<file path="src/assert_macros.svh">
// Assertion macros shared by the speed meter RTL.
// No dependencies; included by files that carry concurrent assertions.
`ifndef ASSERT_MACROS_SVH
`define ASSERT_MACROS_SVH

// same-cycle implication
`define WESM_ASSERT_IMP(lbl, ck, rn, ante, cons) \
	lbl: assert property (@(posedge ck) disable iff (!rn) (ante) |-> (cons)) \
		else $error("speed meter assertion failed");

// next-cycle implication
`define WESM_ASSERT_NXT(lbl, ck, rn, ante, cons) \
	lbl: assert property (@(posedge ck) disable iff (!rn) (ante) |=> (cons)) \
		else $error("speed meter assertion failed");

`endif

</file>
<file path="src/wesm_pkg.sv">
// Types and constants of the wheel encoder speed meter.
// No dependencies; used by wesm_cfg, wesm_ctrl, wesm_dp, the top level and the testbench.
package wesm_pkg;

	localparam logic [3:0] RegDirection = 4'd0;
	localparam logic [3:0] RegDistance  = 4'd1;
	localparam logic [3:0] RegWeight    = 4'd2;
	localparam logic [3:0] RegTimeout   = 4'd3;

	localparam logic        DirectionReset = 1'b1;
	localparam logic [15:0] DistanceReset  = 16'd1000;
	localparam logic [8:0]  WeightReset    = 9'd64;
	localparam logic [23:0] TimeoutReset   = 24'd600000;

	localparam logic [8:0]         WeightFull = 9'd256;
	localparam logic signed [10:0] UmToMm     = 11'sd1000;
	localparam int                 DivBits    = 36;

	typedef struct packed {
		logic [3:0]  ring_index;
		logic [31:0] edge_time_us;
		logic [31:0] now_us;
	} upd_t;

	typedef struct packed {
		logic signed [31:0] edge_total;
		logic signed [15:0] speed_mm_s;
		logic signed [15:0] speed_avg_mm_s;
	} res_t;

	typedef struct packed {
		logic [3:0]  index;
		logic [23:0] data;
	} cfg_wr_t;

	typedef struct packed {
		logic        direction_forward;
		logic [15:0] distance_per_edge_um;
		logic [8:0]  average_weight;
		logic [23:0] stall_timeout_us;
	} cfg_regs_t;

	typedef struct packed {
		logic load_in;
		logic eval;
		logic mul1;
		logic mul2;
		logic div_init;
		logic div_step;
		logic avg1;
		logic avg2;
		logic commit;
		logic load_out;
	} cmd_t;

	typedef struct packed {
		logic go;
	} stat_t;

endpackage

</file>
<file path="src/wesm_chan_if.sv">
// Valid/ready channel interface carrying one payload per transfer.
// Payload type given per instance, usually a struct from wesm_pkg.
interface wesm_chan_if #(parameter type payload_t = logic) ();
	logic     valid;
	logic     ready;
	payload_t payload;

	modport source(output valid, output payload, input ready);
	modport sink(input valid, input payload, output ready);
endinterface

</file>
<file path="src/wheel_encoder_speed_meter_top.sv">
// Top level of the wheel encoder speed meter.
// Depends on wesm_pkg, wesm_chan_if, wesm_cfg, wesm_ctrl, wesm_dp, assert_macros.svh.
//
//  channel   role    payload
//  updates   sink    ring_index, edge_time_us, now_us
//  results   source  edge_total, speed_mm_s, speed_avg_mm_s
//  cfg       sink    index, data (register write)
//
// An update without a speed computation goes from evaluation to the result load;
// one with it also runs the multiply, 36-step restoring divide and average steps.
// One update at a time; the result register lets the next update enter
// while the previous result waits. A stalled result blocks only at the end.
// arst_n clears control and running state and loads the register reset values.
`include "assert_macros.svh"

module wheel_encoder_speed_meter_top #(
	parameter int RING_DEPTH = 16
) (
	input  logic          clk,
	input  logic          arst_n,
	wesm_chan_if.sink     updates,
	wesm_chan_if.source   results,
	wesm_chan_if.sink     cfg
);

	wesm_pkg::cfg_regs_t regs;
	wesm_pkg::cmd_t      cmd;
	wesm_pkg::stat_t     stat;
	wesm_pkg::res_t      res;

	wesm_cfg u_cfg (
		.clk    (clk),
		.arst_n (arst_n),
		.cfg    (cfg),
		.regs   (regs)
	);

	wesm_ctrl u_ctrl (
		.clk       (clk),
		.arst_n    (arst_n),
		.in_valid  (updates.valid),
		.in_ready  (updates.ready),
		.out_valid (results.valid),
		.out_ready (results.ready),
		.stat      (stat),
		.cmd       (cmd)
	);

	wesm_dp #(
		.RING_DEPTH (RING_DEPTH)
	) u_dp (
		.clk    (clk),
		.arst_n (arst_n),
		.cmd    (cmd),
		.stat   (stat),
		.upd    (updates.payload),
		.regs   (regs),
		.res    (res)
	);

	assign results.payload = res;

	`WESM_ASSERT_NXT(a_busy_after_transfer, clk, arst_n, updates.valid && updates.ready, !updates.ready)
	`WESM_ASSERT_IMP(a_cmd_onehot0, clk, arst_n, 1'b1, $onehot0(cmd))
	`WESM_ASSERT_NXT(a_load_sets_valid, clk, arst_n, cmd.load_out, results.valid)

endmodule

</file>
<file path="src/wesm_cfg.sv">
// Configuration register file of the speed meter.
// Depends on wesm_pkg and wesm_chan_if.
module wesm_cfg (
	input  logic                   clk,
	input  logic                   arst_n,
	wesm_chan_if.sink              cfg,
	output wesm_pkg::cfg_regs_t    regs
);

	assign cfg.ready = 1'b1;

	always_ff @(posedge clk or negedge arst_n) begin
		if (!arst_n) begin
			regs.direction_forward    <= wesm_pkg::DirectionReset;
			regs.distance_per_edge_um <= wesm_pkg::DistanceReset;
			regs.average_weight       <= wesm_pkg::WeightReset;
			regs.stall_timeout_us     <= wesm_pkg::TimeoutReset;
		end else if (cfg.valid) begin
			unique case (cfg.payload.index)
				wesm_pkg::RegDirection: regs.direction_forward <= cfg.payload.data[0];
				wesm_pkg::RegDistance:  regs.distance_per_edge_um <= cfg.payload.data[15:0];
				wesm_pkg::RegWeight:    regs.average_weight <= cfg.payload.data[8:0];
				wesm_pkg::RegTimeout:   regs.stall_timeout_us <= cfg.payload.data;
				default: begin
				end
			endcase
		end
	end

endmodule

</file>
<file path="src/wesm_ctrl.sv">
// Sequencer of the speed meter: steps the datapath through one update.
// Depends on wesm_pkg.
module wesm_ctrl (
	input  logic             clk,
	input  logic             arst_n,
	input  logic             in_valid,
	output logic             in_ready,
	output logic             out_valid,
	input  logic             out_ready,
	input  wesm_pkg::stat_t  stat,
	output wesm_pkg::cmd_t   cmd
);

	localparam int CntW = $clog2(wesm_pkg::DivBits);

	typedef enum logic [9:0] {
		S_IDLE  = 10'b0000000001,
		S_EVAL  = 10'b0000000010,
		S_MUL1  = 10'b0000000100,
		S_MUL2  = 10'b0000001000,
		S_DINIT = 10'b0000010000,
		S_DIV   = 10'b0000100000,
		S_AVG1  = 10'b0001000000,
		S_AVG2  = 10'b0010000000,
		S_FIN   = 10'b0100000000,
		S_DONE  = 10'b1000000000
	} state_t;

	state_t          state_q, state_d;
	logic [CntW-1:0] cnt_q;
	logic            out_valid_q;
	logic            div_last;

	assign div_last  = cnt_q == CntW'(wesm_pkg::DivBits - 1);
	assign out_valid = out_valid_q;

	always_comb begin
		state_d  = state_q;
		cmd      = '0;
		in_ready = 1'b0;
		unique case (state_q)
			S_IDLE: begin
				in_ready = 1'b1;
				if (in_valid) begin
					cmd.load_in = 1'b1;
					state_d     = S_EVAL;
				end
			end
			S_EVAL: begin
				cmd.eval = 1'b1;
				state_d  = stat.go ? S_MUL1 : S_DONE;
			end
			S_MUL1: begin
				cmd.mul1 = 1'b1;
				state_d  = S_MUL2;
			end
			S_MUL2: begin
				cmd.mul2 = 1'b1;
				state_d  = S_DINIT;
			end
			S_DINIT: begin
				cmd.div_init = 1'b1;
				state_d      = S_DIV;
			end
			S_DIV: begin
				cmd.div_step = 1'b1;
				if (div_last)
					state_d = S_AVG1;
			end
			S_AVG1: begin
				cmd.avg1 = 1'b1;
				state_d  = S_AVG2;
			end
			S_AVG2: begin
				cmd.avg2 = 1'b1;
				state_d  = S_FIN;
			end
			S_FIN: begin
				cmd.commit = 1'b1;
				state_d    = S_DONE;
			end
			S_DONE: begin
				if (!out_valid_q || out_ready) begin
					cmd.load_out = 1'b1;
					state_d      = S_IDLE;
				end
			end
			default: state_d = S_IDLE;
		endcase
	end

	always_ff @(posedge clk or negedge arst_n) begin
		if (!arst_n) begin
			state_q     <= S_IDLE;
			cnt_q       <= '0;
			out_valid_q <= 1'b0;
		end else begin
			state_q <= state_d;
			if (cmd.div_init)
				cnt_q <= '0;
			else if (cmd.div_step)
				cnt_q <= cnt_q + 1'b1;
			if (cmd.load_out)
				out_valid_q <= 1'b1;
			else if (out_ready)
				out_valid_q <= 1'b0;
		end
	end

endmodule

</file>
<file path="src/wesm_dp.sv">
// Datapath of the speed meter: edge counting, speed multiply, serial
// divide, saturation, running average and result register. Depends on wesm_pkg.
module wesm_dp #(
	parameter int RING_DEPTH = 16
) (
	input  logic                 clk,
	input  logic                 arst_n,
	input  wesm_pkg::cmd_t       cmd,
	output wesm_pkg::stat_t      stat,
	input  wesm_pkg::upd_t       upd,
	input  wesm_pkg::cfg_regs_t  regs,
	output wesm_pkg::res_t       res
);

	localparam int ModW     = $clog2(RING_DEPTH + 16) + 1;
	localparam int ModSteps = (15 + RING_DEPTH - 1) / RING_DEPTH;
	localparam int IdxW     = $clog2(RING_DEPTH);
	localparam int QW       = wesm_pkg::DivBits;
	localparam logic signed [ModW-1:0] Depth = ModW'(RING_DEPTH);

	// captured update
	logic [3:0]  idx_q;
	logic [31:0] edge_time_q;
	logic [31:0] now_q;

	// persistent state
	logic [3:0]         last_idx_q;
	logic [31:0]        edge_sum_q;
	logic signed [10:0] pend_q;
	logic [31:0]        last_upd_q;
	logic signed [15:0] spd_q;
	logic signed [23:0] avg_q;

	// working registers
	logic [31:0]        dt_q;
	logic signed [26:0] prod1_q;
	logic signed [36:0] num_q;
	logic [QW-1:0]      quo_q;
	logic [31:0]        rem_q;
	logic [31:0]        den_q;
	logic               neg_q;
	logic signed [33:0] prod_a_q;
	logic signed [25:0] prod_b_q;
	wesm_pkg::res_t     res_q;

	logic signed [ModW-1:0] mod_v;
	logic [IdxW-1:0]        d_mag;
	logic signed [IdxW:0]   d_s;
	logic                   d_nz;
	logic [31:0]            dt;
	logic [31:0]            dtn;
	logic                   stall;
	logic [8:0]             w_eff;
	logic [8:0]             w_inv;
	logic signed [36:0]     num_mag;
	logic [32:0]            rem_sh;
	logic                   rem_ge;
	logic signed [15:0]     sat;
	logic signed [34:0]     acc;
	logic signed [34:0]     acc_r;
	logic signed [23:0]     avg_r;

	always_comb begin
		mod_v = ModW'($signed({1'b0, idx_q}) - $signed({1'b0, last_idx_q}));
		for (int i = 0; i < ModSteps; i++) begin
			if (mod_v < 0)
				mod_v = mod_v + Depth;
			else if (mod_v >= Depth)
				mod_v = mod_v - Depth;
		end
	end

	assign d_mag = mod_v[IdxW-1:0];
	assign d_nz  = d_mag != '0;
	assign d_s   = regs.direction_forward ? $signed({1'b0, d_mag}) : -$signed({1'b0, d_mag});
	assign dt    = edge_time_q - last_upd_q;
	assign dtn   = now_q - last_upd_q;
	assign stall = $signed(dtn) > $signed({8'd0, regs.stall_timeout_us});
	assign stat.go = d_nz && (dt != 32'd0);

	assign w_eff = (regs.average_weight > wesm_pkg::WeightFull) ? wesm_pkg::WeightFull
	                                                             : regs.average_weight;
	assign w_inv = wesm_pkg::WeightFull - w_eff;

	assign num_mag = num_q[36] ? -num_q : num_q;
	assign rem_sh  = {rem_q, quo_q[QW-1]};
	assign rem_ge  = rem_sh >= {1'b0, den_q};

	always_comb begin
		if (!neg_q)
			sat = (quo_q > QW'(32767)) ? 16'sh7FFF : $signed(quo_q[15:0]);
		else
			sat = (quo_q > QW'(32768)) ? 16'sh8000 : $signed(16'(17'd0 - quo_q[16:0]));
	end

	// average update, quotient by 256 truncated toward zero
	assign acc   = 35'(prod_a_q) + 35'($signed({prod_b_q, 8'd0}));
	assign acc_r = acc + (acc[34] ? 35'sd255 : 35'sd0);
	assign avg_r = avg_q + (avg_q[23] ? 24'sd255 : 24'sd0);

	always_ff @(posedge clk) begin
		if (cmd.load_in) begin
			idx_q       <= upd.ring_index;
			edge_time_q <= upd.edge_time_us;
			now_q       <= upd.now_us;
		end
		if (cmd.eval)
			dt_q <= dt;
		if (cmd.mul1)
			prod1_q <= pend_q * $signed({1'b0, regs.distance_per_edge_um});
		if (cmd.mul2)
			num_q <= prod1_q * wesm_pkg::UmToMm;
		if (cmd.div_init) begin
			quo_q <= num_mag[QW-1:0];
			rem_q <= '0;
			den_q <= dt_q[31] ? 32'd0 - dt_q : dt_q;
			neg_q <= num_q[36] ^ dt_q[31];
		end else if (cmd.div_step) begin
			rem_q <= rem_ge ? 32'(rem_sh - {1'b0, den_q}) : rem_sh[31:0];
			quo_q <= {quo_q[QW-2:0], rem_ge};
		end
		if (cmd.avg1)
			prod_a_q <= avg_q * $signed({1'b0, w_inv});
		if (cmd.avg2)
			prod_b_q <= spd_q * $signed({1'b0, w_eff});
		if (cmd.load_out) begin
			res_q.edge_total     <= $signed(edge_sum_q);
			res_q.speed_mm_s     <= spd_q;
			res_q.speed_avg_mm_s <= 16'(avg_r >>> 8);
		end
	end

	always_ff @(posedge clk or negedge arst_n) begin
		if (!arst_n) begin
			last_idx_q <= '0;
			edge_sum_q <= '0;
			pend_q     <= '0;
			last_upd_q <= '0;
			spd_q      <= '0;
			avg_q      <= '0;
		end else begin
			if (cmd.eval) begin
				if (d_nz) begin
					edge_sum_q <= edge_sum_q + 32'(d_s);
					last_idx_q <= idx_q;
					pend_q     <= pend_q + 11'(d_s);
				end else if (stall) begin
					spd_q      <= '0;
					avg_q      <= '0;
					pend_q     <= '0;
					last_upd_q <= now_q;
				end
			end
			if (cmd.avg1)
				spd_q <= sat;
			if (cmd.commit) begin
				avg_q <= 24'(acc_r >>> 8);
				if (pend_q != 11'sd0)
					last_upd_q <= edge_time_q;
				pend_q <= '0;
			end
		end
	end

	assign res = res_q;

endmodule

</file>
<file path="src/flat_wrapper.sv">
// flat-port wrapper written by rule: the top's interface ports become plain ports
module wheel_encoder_speed_meter_top_flat 
#(
	parameter int RING_DEPTH = 16
)
  (clk, arst_n, updates_valid, updates_payload, updates_ready, results_valid, results_payload, results_ready, cfg_valid, cfg_payload, cfg_ready);
  wesm_chan_if #(.payload_t(wesm_pkg::upd_t)) updates_i ();
  wesm_chan_if #(.payload_t(wesm_pkg::res_t)) results_i ();
  wesm_chan_if #(.payload_t(wesm_pkg::cfg_wr_t)) cfg_i ();
  input  logic clk;
  input  logic arst_n;
  input wire logic [$bits(updates_i.valid)-1:0] updates_valid;
  input wire logic [$bits(updates_i.payload)-1:0] updates_payload;
  output wire logic [$bits(updates_i.ready)-1:0] updates_ready;
  output wire logic [$bits(results_i.valid)-1:0] results_valid;
  output wire logic [$bits(results_i.payload)-1:0] results_payload;
  input wire logic [$bits(results_i.ready)-1:0] results_ready;
  input wire logic [$bits(cfg_i.valid)-1:0] cfg_valid;
  input wire logic [$bits(cfg_i.payload)-1:0] cfg_payload;
  output wire logic [$bits(cfg_i.ready)-1:0] cfg_ready;
  assign updates_i.valid = updates_valid;
  assign updates_i.payload = updates_payload;
  assign updates_ready = updates_i.ready;
  assign results_valid = results_i.valid;
  assign results_payload = results_i.payload;
  assign results_i.ready = results_ready;
  assign cfg_i.valid = cfg_valid;
  assign cfg_i.payload = cfg_payload;
  assign cfg_ready = cfg_i.ready;
  wheel_encoder_speed_meter_top #(.RING_DEPTH(RING_DEPTH)) u_core (.clk(clk), .arst_n(arst_n), .updates(updates_i), .results(results_i), .cfg(cfg_i));
endmodule
</file>
<file path="config.mk">
export PLATFORM = sky130hd
export DESIGN_NAME = wheel_encoder_speed_meter_top_flat
export DESIGN_NICKNAME = d
export VERILOG_FILES = /design/src/wesm_pkg.sv /design/src/wesm_chan_if.sv /design/src/wheel_encoder_speed_meter_top.sv /design/src/wesm_cfg.sv /design/src/wesm_ctrl.sv /design/src/wesm_dp.sv /design/src/flat_wrapper.sv
export VERILOG_INCLUDE_DIRS = /design/src /design/src/src
export SDC_FILE = /design/constraint.sdc
export NUM_CORES = 2
export LEC_CHECK = 0
export BUFFER_PORTS_ARGS = -buffer_cell sky130_fd_sc_hd__buf_4
export CAP_MARGIN = 20
export CORE_MARGIN = 1.5
export CORE_UTILIZATION = 65
export DETAILED_ROUTE_END_ITERATION = 16
export HOLD_SLACK_MARGIN = 0.05
export PLACE_DENSITY = 0.93
export SLEW_MARGIN = 15
export SYNTH_ARGS = -nofsm -noshare
export SYNTH_HDL_FRONTEND = slang
export SYNTH_HIERARCHICAL = 1
export SYNTH_SLANG_ARGS = --single-unit
</file>
<file path="constraint.sdc">
create_clock -name clk -period 9.95 [get_ports clk]
set_input_delay 0.995 -clock clk [delete_from_list [all_inputs] [get_ports clk]]
set_output_delay 0.995 -clock clk [all_outputs]
set_load 0.02 [all_outputs]
</file>
Word-level counts from Yosys, hierarchy flattened
Index checks and enable logic that the tools add are counted.
{ "word_totals": {"ff_bits": 572, "inputBits": 101, "elab_cells": 153} }
{ "classes": {"n_addsub": 17, "mul": 4, "magnitude_cmp": 7, "n_eq_ne": 19, "muxes": 53, "n_bitwise": 1, "n_reduce_logical": 23} }
{ "op_table": {"columns": ["operator", "count"], "rows": [
  ["$mux W32", 6],
  ["$mux W16", 7],
  ["$mux W36", 3],
  ["$pmux W10 S10", 1],
  ["$mux W24", 4],
  ["$sub A32 B32 Y32", 3],
  ["$mux W11", 4],
  ["$mux W10", 4],
  ["$gt A36 B15 Y1 const B", 1],
  ["$gt A36 B16 Y1 const B", 1],
  ["$neg A36 Y36", 1],
  ["$add A34 B34 Y35", 1],
  ["$mul A24 B10 Y34", 1],
  ["$mul A27 B8 Y34 const B", 1],
  ["$ge A33 B32 Y1", 1],
  ["$add A32 B32 Y32", 1],
  ["$add A32 B9 Y32", 1],
  ["$gt A32 B25 Y1", 1],
  ["$reduce_bool A32 Y1", 1],
  ["$sub A1 B32 Y32 const A", 1],
  ["$mux W31", 1],
  ["$mul A11 B17 Y27", 1],
  ["$mul A16 B10 Y26", 1],
  ["$add A24 B9 Y24", 1],
  ["other kinds (43)", 76]
]} }

Depth between registers and ports, before layout
{ "logic_depth": {"ltp_word": 10, "mapped_depth": 33, "depth_no_buf": 30} }

Modules after synthesis
The synthesis kept the hierarchy.
{ "modules_own_cells": {"columns": ["mod", "instances", "cells_each", "area_each_um2"], "rows": [
  ["wesm_dp", 1, 5264, 51592.0],
  ["wesm_cfg", 1, 112, 2072.0],
  ["wesm_ctrl", 1, 85, 920.9]
]} }

Least setup slack after synthesis
No wires, ideal clock.
{ "synth_path": {"kind": "register -> register", "start": "reg u_core/u_cfg/regs[32] (netlist name)", "end": "reg u_core.u_dp.prod_a_q[33] (data pin)", "arrival_time_ns": 7.438, "required_ns": 9.691, "slack_ns": 2.253, "path_stages_with_launch": 33, "n_path_buf": 4, "period_less_slack_ns": 7.697, "cell_sequence": "dfrtp_1 -> nor2b_1 -> clkbuf_1 -> clkbuf_1 -> clkbuf_1 -> inv_1 -> ha_1 -> nand2_1 -> or3_1 -> xor2_1 -> clkbuf_1 -> nand2_1 -> fa_1 -> fa_1 -> inv_1 -> fa_1 -> fa_1 -> inv_1 -> fa_1 -> inv_1 -> ha_1 -> a21o_1 -> a21oi_1 -> o21ai_0 -> nand3_1 -> nand4_1 -> a31o_2 -> a2111o_1 -> a211oi_1 -> o31ai_1 -> a21oi_1 -> a21oi_1 -> xnor2_1"} }
{ "synth_between": {"elab_chain_len": 4} }
{ "synth_lines": {"columns": ["item", "line", "source"], "rows": [
  ["$gt A9 B9 Y1", "wesm_dp.sv:81", "assign w_eff = (regs.average_weight > wesm_pkg::WeightFull) ? wesm_pkg::WeightFull"],
  ["$mux W9 *", "wesm_dp.sv:81", null],
  ["$sub A9 B9 Y9 *", "wesm_dp.sv:83", "assign w_inv = wesm_pkg::WeightFull - w_eff;"],
  ["$mul A24 B10 Y34 *", "wesm_dp.sv:123", "prod_a_q <= avg_q * $signed({1'b0, w_inv});"],
  ["end signal, assigned", "wesm_dp.sv:123", null],
  ["end, declared", "wesm_dp.sv:42", "logic signed [33:0] prod_a_q;"]
]} }
Every way passes the cells marked *; elsewhere a longest branch is shown, timed or not.
A chain may end at the register's enable or synchronous reset.

Worst setup path after layout
{ "layout_path": {"start": "reg u_core/u_cfg/regs[32] (netlist name)", "end": "reg u_core.u_dp.prod_a_q[33] (data pin)"} }
{ "layout_between": {"elab_chain_len": 4} }
{ "layout_lines": {"columns": ["item", "line"], "rows": [
  ["$gt A9 B9 Y1", "wesm_dp.sv:81"],
  ["$mux W9 *", "wesm_dp.sv:81"],
  ["$sub A9 B9 Y9 *", "wesm_dp.sv:83"],
  ["$mul A24 B10 Y34 *", "wesm_dp.sv:123"]
]} }
Marked as above.

==> results.py <==
metrics = {
    "floorplanning": {
        "ios": 168,
        "die_w_um": 293,
        "fp-row-count": 106,
        "dieArea_mm2": 0.0857,
        "die_y_um": 293,
        "initial_utilization": 0.654,
        "core_mm2": 0.0834,
    },
    "worst_setup_path": {
        "max_stage_delay_ns": 0.56,
        "startpoint_type": "register",
        "path_common_cell": "fa_1",
        "worstSetupPathType": "reg -> reg",
        "crit_fanout": 43,
        "slowest_stage": "fa_1",
        "cpLargestDelayFamily": "adder cells",
        "required_ns": 10.36,
        "cp.arrival_ns": 8.86,
        "critPathBufInv": 6,
        "cp-end-kind": "register",
    },
    "outcome": {
        "status": "complete, no violations",
    },
    "synthesis": {
        "post-synth-top-count-cell": "inv_1",
        "syn_nets": 6607,
        "synth_top_area_share": 0.197,
        "synth.distinct_cells": 109,
        "ys.flop_type": "edfxtp_1",
        "synth_edf_count": 354,
        "yosys_warnings": 6,
        "synth.avg_cell_area_um2": 10.0,
        "yosysSeqAreaShare": 0.292,
        "synth_common_cells": "799 x inv_1, 536 x fa_1, 509 x ha_1, 494 x nand2_1, 354 x edfxtp_1",
        "ys_ff_latch": 572,
        "synth_area_leaders": "fa_1 20%, edfxtp_1 19%, ha_1 12%",
        "synthArstFlopShare": 0.325,
        "synth_area_mm2": 0.0546,
        "synth_top_area_cell": "fa_1",
        "synthCells": 5461,
    },
    "route": {
        "drt-pass1-iter-count": 6,
        "num_vias": 40900,
        "ant_nets": 0,
        "drt_wl_total_mm": 133,
        "avgViaCountPerCell": 6.13,
        "routedWlPerCell_um": 19.9,
        "drc": 0,
        "dr.first_iter.drc_count": 3170,
    },
    "place": {
        "dpl_cell_area_mm2": 0.0568,
        "place_inst": 6561,
        "hpwl_mm": 98.5,
        "portBuffers": 166,
        "gp_congestion": 0.944,
    },
    "global_route": {
        "antenna_found_initial": 4,
        "grt_pass1_wl_mm": 216,
        "grt-ovfl-total": 0,
        "grt_pass1_vias": 43400,
        "grt_usage": 0.313,
        "grt_max_degree": 100,
    },
    "layout": {
        "num-nets-final": 6691,
        "final_area_mm2": 0.0590,
        "syn2layout_area_growth_pct": 8.15,
        "final_cell_count_no_fill": 6679,
        "fillerInstances": 5358,
        "drive_gt1_frac": 0.0831,
    },
    "clock_network": {
        "cts_tree": "yes",
        "numCtsBuffers": 61,
        "post_cts_buffers": 0,
        "cts_htree_levels": 2,
        "clock-sinks": 572,
        "cts-resized-gates": 0,
        "clkSlewWorstSetupHoldPaths_ns": 0.07,
        "clock-root-buffer": "clkbuf_16",
        "clock_path_buffers": 3,
        "holdBufCountCts": 0,
        "clock_latency_ns": 0.67,
    },
    "sta": {
        "slew-limit-headroom": 0.273,
        "fmax_ghz": 0.118,
        "timing.final.crit_share": 0.850,
        "fin_setup_tns_ns": 0,
        "hold_viol": 0,
        "setup_viol": 0,
        "holdWs_ns": 0.377,
        "min_period_ns": 8.45,
        "finClkSkew_ns": 0.0455,
        "drv_slew": 0,
        "rsz0062_at_grt": "no",
        "worst_slew_pin_slew_ns": 1.09,
    },
    "worst_hold_path": {
        "min-delay-path-class": "in -> async",
    },
    "power_and_ir_drop": {
        "power_density_mw_per_mm2": 345,
        "p_leak_nw": 27.9,
        "peakVddDrop_uv": 460,
        "power_mw": 20.3,
    },
    "job": {
        "maxCapViolations": 0,
    },
}
[per-layer routing]
metal,vias up,GRT usage,wire length [um]
li1,18400,-,-
met1,20100,0.365,49300
met2,1924,0.559,67200
met3,483,0.0506,9750
met4,2,0.157,6800
met5,-,0,16
[path summary, 6_finish.rpt]
path	from	endpoint	slack, ns	cells past startpoint
max in group asynchronous	arst_n	u_core/u_dp/spd_q[6]$_DFFE_PN0P_	8.18	2
min in group clk	u_core/u_dp/edge_sum_q[28]$_DFFE_PN0P_	u_core/u_dp/res[60]$_DFFE_PP_	0.48	0
worst min-delay path	arst_n	u_core/u_dp/edge_sum_q[20]$_DFFE_PN0P_	0.38	1
worst max register to register	u_core/u_cfg/regs[32]$_DFFE_PN0P_	u_core/u_dp/prod_a_q[33]$_DFFE_PP_	1.50	30
worst max-delay path	u_core/u_cfg/regs[32]$_DFFE_PN0P_	u_core/u_dp/prod_a_q[33]$_DFFE_PP_	1.50	30
worst min register to register	u_core/u_dp/edge_sum_q[28]$_DFFE_PN0P_	u_core/u_dp/res[60]$_DFFE_PP_	0.48	0
[worst reg2reg max path: cells and delay by family, from the launching register on]
family | cells | cell delay (ns)
adders and majority gates | 7 | 3.17
AOI/OAI and AO/OA | 9 | 2.33
DFF | 1 | 0.35
buffers and inverters | 6 | 0.99
and+or+nand+nor | 6 | 1.08
xor gates and xnor gates | 2 | 0.32
[metrics by stage]
stage               setup WS (ns)  utilization
floorplan                    2.25            -
global placement             1.90        0.681
detailed placement           1.62        0.681
CTS                          1.60        0.708
global route                 1.16        0.708
finish                       1.50        0.708
[state kept, by name, summed over array words and instances (netlist names), 6 cells and up]
register / count
u_core/u_dp/den_q: 32
u_core/u_dp/edge_sum_q: 32
u_core/u_dp/pend_q: 11
u_core/u_dp/res: 64
u_core/u_dp/num_q: 34
u_core/u_cfg/regs: 50
u_core/u_ctrl/cnt_q: 6
u_core/u_dp/prod_a_q: 34
u_core/u_ctrl/state_q: 10
u_core/u_dp/avg_q: 24
u_core/u_dp/rem_q: 32
u_core/u_dp/spd_q: 16
u_core/u_dp/quo_q: 36
u_core/u_dp/last_upd_q: 32
u_core/u_dp/dt_q: 32
u_core/u_dp/edge_time_q: 32
u_core/u_dp/prod_b_q: 26
u_core/u_dp/now_q: 32
u_core/u_dp/prod1_q: 27
[area by class of cell]
| cell class | count | area [um^2] | share of cell area |
|---|---|---|---|
| sequential | 572 | 15900 | 0.270 |
| inverter | 799 | 3000 | 0.0508 |
| clock inverter | 50 | 642 | 0.0109 |
| timing repair buffer | 204 | 1540 | 0.0260 |
| multi-input combinational | 3907 | 35000 | 0.592 |
| clock buffer | 66 | 1590 | 0.0269 |
| tap | 1080 | 1350 | 0.0229 |
| antenna | 1 | 2.50 | 0.0000424 |
[where the power goes]
group | switching (mW) | internal (mW)
logic | 7.87 | 5.81
registers | 0.545 | 3.62
clock network | 1.04 | 1.46
[cells in the final DEF, fill, tap and decap left out, types with 36 or more instances in the layout]
cell type / n
nand4_1: 39
ha_1: 509
mux2i_1: 60
xor2_1: 121
nand3_1: 63
a31oi_1: 36
nand2b_1: 51
mux2_2: 36
a21o_1: 108
inv_1: 799
nor2_1: 284
or3_1: 36
nor3_1: 70
a211oi_1: 49
o21a_1: 42
nand2_1: 493
nor2b_1: 58
a21oi_1: 219
clkbuf_16: 61
dfrtp_1: 169
o21ai_0: 204
fa_1: 536
and2_1: 263
edfxtp_1: 354
buf_4: 203
xnor2_1: 226
[cells by family (layout without fill, tap and decap cells)]
family	after synthesis	count (layout)	share of synthesized area
DFF	572	572	0.292
other	1	2	0.0000687
buffers and inverters	982	1119	0.0689
and+or+nand+nor	1502	1502	0.138
xor gates and xnor gates	349	349	0.0560
AOI/OAI and AO/OA	884	884	0.105
adders and majority gates	1045	1045	0.313
muxes	126	126	0.0267
Note: power is estimated with default switching activity, not from simulation.
